`config.mk`:
```
export PLATFORM = sky130hd
export DESIGN_NAME = cd_section_frame_aligner_top
export DESIGN_NICKNAME = d
export VERILOG_FILES = /design/src/hw/rtl/cdsfa_pkg.sv /design/src/hw/rtl/cd_section_frame_aligner_top.sv /design/src/hw/rtl/cdsfa_ctrl.sv
export VERILOG_INCLUDE_DIRS = /design/src /design/src/hw/rtl
export SDC_FILE = /design/constraint.sdc
export NUM_CORES = 1
export LEC_CHECK = 0
export BUFFER_PORTS_ARGS = -buffer_cell sky130_fd_sc_hd__buf_4
export CAP_MARGIN = 10
export CORE_AREA = 2 2 237 239
export DETAILED_ROUTE_END_ITERATION = 12
export DIE_AREA = 0 0 239 241
export PLACE_DENSITY = 0.65
export SYNTH_ARGS = -nofsm -noshare
export SYNTH_HDL_FRONTEND = slang
export SYNTH_SLANG_ARGS = --single-unit
```
`constraint.sdc`:
```
create_clock -name clk -period 41.8 [get_ports clk]
set_clock_uncertainty 0.2 [all_clocks]
set_input_delay 6.27 -clock clk [delete_from_list [all_inputs] [get_ports clk]]
set_output_delay 6.27 -clock clk [all_outputs]
set_load 0.005 [all_outputs]
```
`src/hw/rtl/cd_section_frame_aligner_top_assert.svh`:
```
// Assertion macros for the CD section frame aligner.
// Used by the top level; relies on clk and rst being in scope.
`ifndef CD_SECTION_FRAME_ALIGNER_TOP_ASSERT_SVH
`define CD_SECTION_FRAME_ALIGNER_TOP_ASSERT_SVH

// same-cycle implication
`define CDSFA_ASSERT_NOW(label, ante, cons) \
  label: assert property (@(posedge clk) disable iff (rst) (ante) |-> (cons)) \
    else $error("cdsfa assertion failed");

// next-cycle implication
`define CDSFA_ASSERT_NEXT(label, ante, cons) \
  label: assert property (@(posedge clk) disable iff (rst) (ante) |=> (cons)) \
    else $error("cdsfa assertion failed");

`endif

```
`src/hw/rtl/cdsfa_pkg.sv`:
```
// Shared constants and types for the CD section frame aligner.
// No dependencies.
`default_nettype none

package cdsfa_pkg;

  localparam int unsigned SECTION_FRAMES = 98;
  localparam int unsigned SLOT_W         = 7;

  localparam logic [1:0] KIND_SYNC0 = 2'd0;
  localparam logic [1:0] KIND_SYNC1 = 2'd1;
  localparam logic [1:0] KIND_SUB   = 2'd2;
  localparam logic [1:0] KIND_RSVD  = 2'd3;

  localparam logic [1:0] PH_SYNC0 = 2'd0;
  localparam logic [1:0] PH_SYNC1 = 2'd1;
  localparam logic [1:0] PH_SUB   = 2'd2;

  typedef struct packed {
    logic [31:0] error_flags;
    logic [63:0] data_3;
    logic [63:0] data_2;
    logic [63:0] data_1;
    logic [63:0] data_0;
    logic [7:0]  subcode_byte;
  } frame_t;

  // decision taken for one accepted item
  typedef struct packed {
    logic              two;        // blank sync0 goes out first
    logic              zero_byte;
    logic [SLOT_W-1:0] slot;
    logic              drop;
    logic              last;
  } dec_t;

  typedef struct packed {
    frame_t            frame;
    logic [SLOT_W-1:0] slot;
    logic              drop;
    logic              last;
  } result_t;

endpackage

`default_nettype wire

```
`src/hw/rtl/cd_section_frame_aligner_top.sv`:
```
// An accepted item passes the input stage, then the result register, to m_tvalid.
// Throughput: one item per cycle unless m_tready stalls; a sync1 seen while
// sync0 is expected issues a blank sync0, then the frame, holding the input stage.
// Reset (rst, synchronous): empties both stages and returns to expecting sync0.
// Top level: input stage, result register and stream ports.
// Depends on cdsfa_pkg, cdsfa_ctrl and cd_section_frame_aligner_top_assert.svh.
`default_nettype none

`include "cd_section_frame_aligner_top_assert.svh"

module cd_section_frame_aligner_top
  import cdsfa_pkg::*;
(
  input  wire logic         clk,
  input  wire logic         rst,
  input  wire logic         s_tvalid,
  output logic              s_tready,
  // subcode_byte[7:0], data_0[71:8], data_1[135:72], data_2[199:136],
  // data_3[263:200], error_flags[295:264]
  input  wire logic [295:0] s_tdata,
  // kind[1:0]
  input  wire logic [1:0]   s_tuser,
  output logic              m_tvalid,
  input  wire logic         m_tready,
  // data_0[63:0], data_1[127:64], data_2[191:128], data_3[255:192],
  // error_flags[287:256], subcode_byte[295:288], slot[302:296], zero[303]
  output logic [303:0]      m_tdata,
  // drop_partial[0]
  output logic [0:0]        m_tuser,
  // section_last
  output logic              m_tlast
);

  dec_t    dec;
  logic    in_acc;
  logic    a_valid, a_half;
  frame_t  a_frame;
  dec_t    a_dec;
  logic    o_valid;
  result_t o_res;
  logic    o_load, a_issue, a_free;
  result_t issue_res;

  assign in_acc = s_tvalid && s_tready;

  cdsfa_ctrl u_ctrl (
    .clk    (clk),
    .rst    (rst),
    .accept (in_acc),
    .kind   (s_tuser),
    .dec    (dec)
  );

  assign o_load   = !o_valid || m_tready;
  assign a_issue  = a_valid && o_load;
  assign a_free   = a_issue && (!a_dec.two || a_half);
  assign s_tready = !a_valid || a_free;

  always_comb begin
    issue_res       = '0;
    if (a_dec.two && !a_half) begin
      // blank sync0 at slot zero, everything else zero
      issue_res = '0;
    end else begin
      issue_res.frame = a_frame;
      if (a_dec.zero_byte) begin
        issue_res.frame.subcode_byte = '0;
      end
      issue_res.slot = a_dec.slot;
      issue_res.drop = a_dec.drop;
      issue_res.last = a_dec.last;
    end
  end

  always_ff @(posedge clk) begin
    if (rst) begin
      a_valid <= 1'b0;
      a_half  <= 1'b0;
    end else begin
      if (in_acc) begin
        a_valid <= 1'b1;
        a_half  <= 1'b0;
      end else if (a_free) begin
        a_valid <= 1'b0;
        a_half  <= 1'b0;
      end else if (a_issue) begin
        a_half  <= 1'b1;
      end
    end
  end

  always_ff @(posedge clk) begin
    if (in_acc) begin
      a_frame <= frame_t'(s_tdata);
      a_dec   <= dec;
    end
  end

  always_ff @(posedge clk) begin
    if (rst) begin
      o_valid <= 1'b0;
    end else if (o_load) begin
      o_valid <= a_valid;
    end
  end

  always_ff @(posedge clk) begin
    if (a_issue) begin
      o_res <= issue_res;
    end
  end

  assign m_tvalid = o_valid;
  assign m_tdata  = {1'b0, o_res.slot, o_res.frame.subcode_byte, o_res.frame.error_flags,
                     o_res.frame.data_3, o_res.frame.data_2, o_res.frame.data_1,
                     o_res.frame.data_0};
  assign m_tuser  = o_res.drop;
  assign m_tlast  = o_res.last;

  `CDSFA_ASSERT_NEXT(a_blank_first, a_issue && a_dec.two && !a_half,
                     o_valid && o_res.slot == '0 && o_res.frame == '0 && !o_res.drop)
  `CDSFA_ASSERT_NOW(a_last_slot, m_tvalid && m_tlast,
                    o_res.slot == SLOT_W'(SECTION_FRAMES - 1))
  `CDSFA_ASSERT_NOW(a_drop_slot, m_tvalid && m_tuser[0], o_res.slot == '0 && !o_res.last)

endmodule

`default_nettype wire

```
`src/hw/rtl/cdsfa_ctrl.sv`:
```
// Section phase tracker: holds phase and fill count, labels each item.
// Depends on cdsfa_pkg.
`default_nettype none

module cdsfa_ctrl
  import cdsfa_pkg::*;
(
  input  wire logic       clk,
  input  wire logic       rst,
  input  wire logic       accept,
  input  wire logic [1:0] kind,
  output dec_t            dec
);

  logic [1:0]        phase, phase_next;
  logic [SLOT_W-1:0] fill_count, fill_count_next;
  logic [1:0]        k;
  logic [SLOT_W:0]   fill_inc;
  logic              full;

  always_comb begin
    k        = (kind == KIND_RSVD) ? KIND_SUB : kind;
    fill_inc = {1'b0, fill_count} + 1'b1;
    full     = fill_inc >= (SLOT_W+1)'(SECTION_FRAMES);
  end

  always_comb begin
    dec             = '0;
    phase_next      = phase;
    fill_count_next = fill_count;
    unique case (phase)
      PH_SYNC1: begin
        if (k == KIND_SYNC0) begin
          dec.drop        = 1'b1;
          fill_count_next = SLOT_W'(1);
          phase_next      = PH_SYNC1;
        end else begin
          dec.slot        = SLOT_W'(1);
          dec.zero_byte   = (k == KIND_SUB);
          fill_count_next = SLOT_W'(2);
          phase_next      = PH_SUB;
        end
      end
      PH_SUB: begin
        if (k == KIND_SYNC0) begin
          // restart: partial section is thrown away downstream
          dec.drop        = 1'b1;
          fill_count_next = SLOT_W'(1);
          phase_next      = PH_SYNC1;
        end else begin
          dec.slot      = fill_count;
          dec.zero_byte = (k == KIND_SYNC1);
          dec.last      = full;
          if (full) begin
            fill_count_next = '0;
            phase_next      = PH_SYNC0;
          end else begin
            fill_count_next = fill_inc[SLOT_W-1:0];
          end
        end
      end
      default: begin
        if (k == KIND_SYNC1) begin
          dec.two         = 1'b1;
          dec.slot        = SLOT_W'(1);
          fill_count_next = SLOT_W'(2);
          phase_next      = PH_SUB;
        end else begin
          dec.zero_byte   = (k == KIND_SUB);
          fill_count_next = SLOT_W'(1);
          phase_next      = PH_SYNC1;
        end
      end
    endcase
  end

  always_ff @(posedge clk) begin
    if (rst) begin
      phase      <= PH_SYNC0;
      fill_count <= '0;
    end else if (accept) begin
      phase      <= phase_next;
      fill_count <= fill_count_next;
    end
  end

endmodule

`default_nettype wire

```
## Yosys cells after proc, flatten, opt, wreduce, memory -nomap -nowiden

Index checks and enable logic that the tools add are counted.

| storage, ports and cells | value |
|---|---|
| flip-flop bits (word level) | 624 |
| output and inout bits | 308 |
| bits of input ports | 302 |
| logic and storage cells | 72 |

| cells by class | value |
|---|---|
| eq/ne operators | 6 |
| reduce and logical (&&, ||, !) cells | 18 |
| add/subtract/negate cells | 1 |
| muxes and demuxes | 20 |
| magnitude comparators | 1 |
| bitwise operators | 1 |

Operators with widths:

| kind | number |
|---|---|
| 8-bit 2-to-1 mux | 2 |
| 8-bit case mux with 2 select lines | 1 |
| 2-bit 2-to-1 mux | 7 |
| 7-bit 2-to-1 mux | 2 |
| 7-bit case mux with 2 select lines | 1 |
| 7-bit by 1-bit adder with 8-bit output (second input constant) | 1 |
| 8-bit by 7-bit >= comparator with 1-bit output (second input constant) | 1 |
| 2-bit equality test (second input constant) | 3 |
| 1-bit 2-to-1 mux | 6 |
| 2-bit OR reduction | 3 |
| 2-bit by 1-bit equality test with 1-bit output (second input constant) | 2 |
| 1-bit logical AND | 4 |
| 1-bit logical NOT | 4 |
| 2-bit case mux with 2 select lines | 1 |
| 1-bit logical OR | 3 |
| 3-bit by 1-bit inequality test with 1-bit output (second input constant) | 1 |
| 3-bit OR reduction | 1 |
| 2-bit logical NOT | 1 |
| 2-bit AND reduction | 1 |
| 2-bit nonzero test | 1 |
| 1-bit NOT | 1 |

## Longest topological paths before layout

Gate-level depths: netlist (run 1).

| logic depth | value |
|---|---|
| word-level depth | 7 |
| depth in mapped cells | 8 |

## Modules after synthesis

A second synthesis (run 1) with hierarchy kept.

| unflattened totals | value |
|---|---|
| cells, all modules | 1099 |
| area total of the unflattened synthesis | 21729.6 sq um |

By module, submodules not included:

| module | cells each | instances | area an instance (sq um) | seq. area each (sq um) |
|---|---|---|---|---|
| cd_section_frame_aligner_top | 971 | 1 | 20781.2 | 18437.7 |
| cdsfa_ctrl | 128 | 1 | 948.4 | 180.2 |

## Least setup slack after synthesis (run 1)

No wires, ideal clock.

| timing | value |
|---|---|
| path type | input to register |
| start | input port m_tready |
| end | register a_half |
| setup slack | 20405 ps |
| data required time | 41253 ps |
| buffers on the path | 0 |
| data arrival time | 20848 ps |
| cell stages on the path | 4 |
| cell sequence | nor2b_1 > nor2b_1 > mux2i_1 > nor3_1 |

| between the ends | value |
|---|---|
| word-level cells in the longest chain between the ends | 6 |

RTL lines:

| element | RTL line | RTL |
|---|---|---|
| from (decl) | cd_section_frame_aligner_top.sv:24 | `input wire logic m_tready,` |
| 1-bit logical OR (*) | cd_section_frame_aligner_top.sv:54 | `assign o_load = !o_valid \|\| m_tready;` |
| 1-bit logical AND (*) | cd_section_frame_aligner_top.sv:55 | `assign a_issue = a_valid && o_load;` |
| named net a_issue | cd_section_frame_aligner_top.sv:41 | `logic o_load, a_issue, a_free;` |
| 1-bit logical AND | cd_section_frame_aligner_top.sv:56 | `assign a_free = a_issue && (!a_dec.two \|\| a_half);` |
| 1-bit logical OR | cd_section_frame_aligner_top.sv:57 | `assign s_tready = !a_valid \|\| a_free;` |
| 1-bit logical AND | cd_section_frame_aligner_top.sv:44 | `assign in_acc = s_tvalid && s_tready;` |
| 3-bit OR reduction (no source line) | n/a |  |
| to (signal assigned) | cd_section_frame_aligner_top.sv:78 | `a_half <= 1'b0;` |
| to (signal assigned) | cd_section_frame_aligner_top.sv:82 | `a_half <= 1'b0;` |
| to (signal assigned) | cd_section_frame_aligner_top.sv:85 | `a_half <= 1'b0;` |
| to (decl) | cd_section_frame_aligner_top.sv:36 | `logic a_valid, a_half;` |

Mark *: on every way through the listed nets, which the timed path passes. The rest lies on a longest branch.
A chain may end at the register's enable or synchronous reset.

## Worst setup path in the final report (run 1)

| timing | value |
|---|---|
| start | input port m_tready |
| end | output port s_tready |

| between the ends | value |
|---|---|
| word-level cells in the longest chain between the ends | 4 |

RTL lines:

| element | RTL line | RTL |
|---|---|---|
| 1-bit logical OR | cd_section_frame_aligner_top.sv:54 |  |
| 1-bit logical AND | cd_section_frame_aligner_top.sv:55 |  |
| 1-bit logical AND | cd_section_frame_aligner_top.sv:56 |  |
| 1-bit logical OR | cd_section_frame_aligner_top.sv:57 |  |
| to (decl) | cd_section_frame_aligner_top.sv:17 | `output logic s_tready,` |

Every way passes these cells.

==> results of run 1 <==
[per-stage QoR]
stage | power, mW | cell area (sq um) | std cells
after global placement | 0.867 | 26800 | 2360
final | 1.46 | 29100 | 2488
after detailed placement | 0.871 | 26800 | 2360
after CTS | 1.48 | 29100 | 2486
after global routing | 1.52 | 29100 | 2487
after floorplan | 0.816 | 21400 | 1082
[kinds of logic (layout without fill, tap and decap cells)]
group                    after synthesis  count (layout)  share of synthesized area
flip-flops                           624             624                      0.870
AND/OR/NAND/NOR                      359             359                      0.103
buffers and inverters                 51             751                    0.00994
AO/OA/AOI/OAI                         40              40                     0.0139
adder cells (fa/ha/maj)                4               4                    0.00234
XOR/XNOR                               2               2                   0.000819
other                                  1               3                   0.000175
multiplexers                           1               1                   0.000468
[worst paths after layout]
path,cells past startpoint,end
worst min register to register,1,m_tdata[240]$_SDFFCE_PP0P_
worst min-delay path,1,m_tdata[240]$_SDFFCE_PP0P_
worst max-delay path,4,s_tready
worst max register to register,5,m_tdata[89]$_SDFFCE_PP0P_
[synthesized netlist by cell type (4+ instances only)]
| library cell | number |
|---|---|
| a21oi_1 | 6 |
| and2_1 | 309 |
| clkbuf_1 | 36 |
| dfxtp_1 | 12 |
| edfxtp_1 | 612 |
| ha_1 | 4 |
| inv_1 | 8 |
| nand2_1 | 8 |
| nand2b_1 | 4 |
| nor2_1 | 15 |
| nor2b_1 | 4 |
| nor3_1 | 6 |
| o2111ai_1 | 5 |
| o211ai_1 | 6 |
[power by group through the flow]
stage / Clock, mW / Sequential, mW / Combinational [mW]
2_1_floorplan: 0 / 0.776 / 0.0394
3_5_place_dp: 0 / 0.762 / 0.110
3_3_place_gp: 0 / 0.761 / 0.107
6_report: 0.607 / 0.749 / 0.107
4_1_cts: 0.624 / 0.749 / 0.110
5_1_grt: 0.647 / 0.752 / 0.117
[per-layer routing]
layer  vias to the layer above  wire (um)  global-route usage
met5                         -         40                   0
met4                         8       1380              0.0657
met3                        91       4940              0.0659
met2                       431      26200               0.294
met1                      5558      17600               0.181
li1                       5284          -                   -
[registers in the layout, summed over array words and instances (netlist names)]
register	cells
a_frame	296
a_dec	11
m_tvalid	1
m_tuser	1
u_ctrl.phase	2
m_tdata	303
m_tlast	1
u_ctrl.fill_count	7
a_valid	1
a_half	1
[critical path: cells and delay by family]
family          cells  cell delay [ns]
buf+inv             2             0.29
compound gates      1             0.20
simple gates        1             0.29
[cell type report]
class / count / share of cell area
Antenna cell: 2 / 0.000172
Clock buffer: 82 / 0.0611
Clock inverter: 44 / 0.0182
Inverter: 9 / 0.00142
Multi-Input combinational cell: 407 / 0.0890
Sequential cell: 624 / 0.640
Tap cell: 704 / 0.0303
Timing Repair Buffer: 616 / 0.159
==> results.ini, run 1 <==
[run_status]
status = complete, no violations

[synth]
avgSynthCellArea_sq_um = 19.8
syn-cell-area_sq_um = 21400
netlist_instances = 1082
synth_edf_count = 612
ys_seq_elements = 624
syn-num-nets = 1388
yosys.area.top_type = edfxtp_1
postSynth.asyncResetShare = 0
synth_flop_cell = edfxtp_1
yosys.area.top_type_share = 0.859
yosys-top-cells-area = edfxtp_1, and2_1, dfxtp_1, clkbuf_1, nor2_1
yosys.cell_types.count = 48
yosys_warnings = 0
seq_area_frac_synth = 0.870

[power_and_ir_drop]
p_leak_nw = 11.1
power_density_nw_per_um2 = 50.3
ir_worst_vdd_mv = 0.0335
power_switching_uw = 307
comb_power_share = 0.073
pwr-share-clk = 0.415
intPower_mw = 1.16
swShare = 0.210
pwr-share-seq = 0.512

[finish]
layout_commonest_cell = buf_4
final_util = 0.530
nets = 2032
area_growth_pct = 35.8
drive_gt1_frac = 0.409
multiInputGateArea_sq_um = 2590
layout_common_cells = buf_4, edfxtp_1, and2_1, clkbuf_16, nor2_1
ff_latch_area_sq_um = 18600
nFillCells = 4417

[timing]
fin_setup_tns_ns = 0
clock.fmax_mhz = 73.9
finalHoldViolCount = 0
setup_viol = 0
rsz0062_at_grt = false
max-slew-margin-rel = 0.246
fin_hold_ws_ns = 0.304
min_period_ns = 13.53
drv_slew = 0
timing.final.ws_setup_ns = 28.27
worstMarginPinSlew_ns = 1.13
min_period_over_period = 0.324

[global_route]
grt.total_usage = 0.167
grt_pass1_wl_um = 70800
grt_pass1_vias = 11400
overflow = 0
grt_max_degree = 152
antenna_found_initial = 6

[critical_path]
cp-start-kind = input pin
crit_arrival_ns = 7.06
slowest_stage = nor2b_1
endpoint_kind = output port
crit_type = input pin to output port
path_cells = buf_4 -> nor2b_1 -> o21ai_2 -> buf_4
cp.required_ns = 35.33
critPathMostFrequentCell = buf_4
max_stage_delay_ns = 0.29
reg2reg_from = m_tvalid$_SDFFE_PP0N_
cp-startpoint = m_tready
regToRegSetupSlack_ns = 38.02
path_max_fanout = 7

[clock_tree]
clk_pin_slew_ns = 0.06
htree_levels = 3
cts_tree = done
clock_sinks = 624
clk_latency_ns = 0.59
max-clock-path-buffers = 3
cts_resized = 0
cts_buffers = 68
hold_buffers = 0
clockRootBuffer = clkbuf_16
post_cts_buffers = 0

[detailed_routing]
dr_total_vias = 11400
wl_um = 50100
drc = 0
antenna_left = 0
viasPerCell = 4.57
first_pass_iters = 7
first_iter_violations = 607
routedWlPerCell_um = 20.1

[placed_design]
numPortBuffers = 608
place_ws_ns = 28.27
hpwl_um = 34400
place.gp.congestion = 0.792

[worst_hold_path]
min_from = a_frame[248]$_DFFE_PP_
hold_class = flop to flop

[floorplan]
io_pins = 610
die_h_um = 241
fp-row-count = 86
core_area_sq_um = 54900
chipWidth_um = 239
start_util = 0.390
fp.dieArea_sq_um = 57600

[run]
cap_viol_max_count = 0

Power figures use the tool's default switching activity.
==> inputs of run 2 (changes only) <==
Settings changed: PLACE_DENSITY 0.65 to 0.67.
Clock period 41.8 ns to 11.6 ns, I/O delays scaled along.
==> run 2 against run 1 <==
Effect of this change: power rose to 3.5 times the previous value; first-iteration DRC count up 10%; critical path type is now input pin to flop; worst hold slack about the same; cell count down 0.32%; via count up 0.82%; design area down 0.86%; non-clock buffer count unchanged; die area unchanged.
==> results.ini, run 2 (synthesized netlist as in run 1, its figures left out) <==
[critical_path]
crit_arrival_ns = 4.75  ; was 7.06 ns
cp.required_ns = 11.61  ; was 35.33 ns
endpoint_kind = flop  ; was output port
crit_type = input pin to flop  ; was input pin to output port
regToRegSetupSlack_ns = 7.54  ; was 38.02 ns
ff2ff_path_depth = 6  ; was 5
cp-start-kind = input pin  ; unchanged
path_max_fanout = 122  ; was 7

[global_route]
overflow = 0  ; unchanged
grt_pass1_wl_um = 71700  ; was 70800 um
antenna_found_initial = 5  ; was 6
grt_max_degree = 164  ; was 152
grt.total_usage = 0.170  ; was 0.167
grt_pass1_vias = 11400  ; about the same

[placed_design]
numPortBuffers = 608  ; unchanged
hpwl_um = 35700  ; was 34400 um
dpl-instance-area_sq_um = 26800  ; unchanged
place_ws_ns = 6.25  ; was 28.27 ns
place.gp.congestion = 0.858  ; was 0.792
dp_cells = 2360  ; unchanged

[worst_hold_path]
hold_class = flop to flop  ; unchanged
whs_path_depth = 1  ; unchanged

[clock_tree]
max-clock-path-buffers = 3  ; unchanged
cts_buffers = 66  ; was 68
hold_buffers = 0  ; unchanged
post_cts_buffers = 0  ; unchanged
cts_resized = 0  ; unchanged
clockRootBuffer = clkbuf_16  ; unchanged
cts_tree = done  ; unchanged
clk_pin_slew_ns = 0.06  ; about the same
clock_sinks = 624  ; unchanged
clk_latency_ns = 0.59  ; about the same
htree_levels = 3  ; unchanged

[floorplan]
start_util = 0.390  ; unchanged
die_h_um = 241  ; unchanged
chipWidth_um = 239  ; unchanged
io_pins = 610  ; unchanged
core_area_sq_um = 54900  ; unchanged
fp-row-count = 86  ; unchanged
fp.dieArea_sq_um = 57600  ; unchanged

[detailed_routing]
routedWlPerCell_um = 20.5  ; was 20.1 um
antenna_left = 0  ; unchanged
first_pass_iters = 5  ; was 7
drc = 0  ; unchanged
wl_um = 50900  ; was 50100 um
dr_total_vias = 11500  ; was 11400
first_iter_violations = 670  ; was 607
viasPerCell = 4.62  ; was 4.57

[timing]
setup_viol = 0  ; unchanged
max-slew-margin-rel = 0.236  ; was 0.246
fin_hold_ws_ns = 0.305  ; was 0.304 ns
clock.fmax_mhz = 211
min_period_ns = 4.74
worstMarginPinSlew_ns = 1.15  ; was 1.13 ns
fin_setup_tns_ns = 0  ; unchanged
drv_slew = 0  ; unchanged
finalHoldViolCount = 0  ; unchanged
rsz0062_at_grt = false  ; unchanged
min_period_over_period = 0.409
timing.final.ws_setup_ns = 6.86  ; was 28.27 ns

[run_status]
status = complete, no violations  ; unchanged

[finish]
area_growth_pct = 34.7  ; was 35.8%
finalNonFillerCells = 2480  ; was 2488
layout_commonest_cell = buf_4  ; unchanged
nets = 2030  ; was 2032
layout_common_cells = buf_4, edfxtp_1, and2_1, clkbuf_16, clkbuf_1  ; was buf_4, edfxtp_1, and2_1, clkbuf_16, nor2_1
drive_gt1_frac = 0.402  ; was 0.409
largest_reg_flops = 303  ; unchanged
stdcell_area_sq_um = 28800  ; was 29100 sq um
final_util = 0.525  ; was 0.530

[power_and_ir_drop]
power_mw = 5.10  ; was 1.46 mW
ir_worst_vdd_mv = 0.122  ; was 0.0335 mV
power_density_nw_per_um2 = 177  ; was 50.3 nW/um^2
p_leak_nw = 11.0  ; was 11.1 nW

[run]
cap_viol_max_count = 0  ; unchanged

run 2: cell types whose count changed in the layout (fill, tap and decap cells not counted), sizes merged:
cell / before / now
bufinv: 9 / 5
clkinv: 32 / 22
clkinvlp: 2 / 3
inv: 10 / 15
run 2: path summary, 6_finish.rpt:
path,endpoint,startpoint
worst min register to register,m_tdata[170]$_SDFFCE_PP0P_,a_frame[178]$_DFFE_PP_
worst max register to register,a_frame[259]$_DFFE_PP_,a_dec[10]$_SDFFCE_PN0P_
worst min-delay path,m_tdata[170]$_SDFFCE_PP0P_,a_frame[178]$_DFFE_PP_
worst max-delay path,a_frame[259]$_DFFE_PP_,m_tready
run 2: cell type report:
cell class | instances | area (sq um)
diodes | 2 | 5.00
clock buffers | 82 | 1710
clock inverters | 36 | 344
fillers | 4417 | 26100
inverters | 9 | 41.3
multi-input cells | 407 | 2590
flip-flops and latches | 624 | 18600
well taps | 704 | 881
repair buffers | 616 | 4640
run 2: per-layer routing:
metal  vias up  share of wire  track usage  routed length, um
met5         -              0            0                  0
li1       5272              -            -                  -
met1      5619           0.36        0.193              18500
met4         0          0.030       0.0712               1520
met2       479           0.52        0.296              26500
met3        95          0.087       0.0563               4420
run 2: where the power goes:
part / switching [mW] / internal (mW) / total [mW]
combinational: 0.188 / 0.194 / 0.382
sequential: 0.0415 / 2.66 / 2.70
clock: 0.847 / 1.17 / 2.02
total: 1.08 / 4.02 / 5.10
run 2: critical path, cell delays in order:
cell and delay [ns]:
buf_4 0.08, nor2b_1 0.08, o21ai_2 0.28, nand2_1 0.21, inv_8 0.62, buf_4 0.86
buf_4 0.70
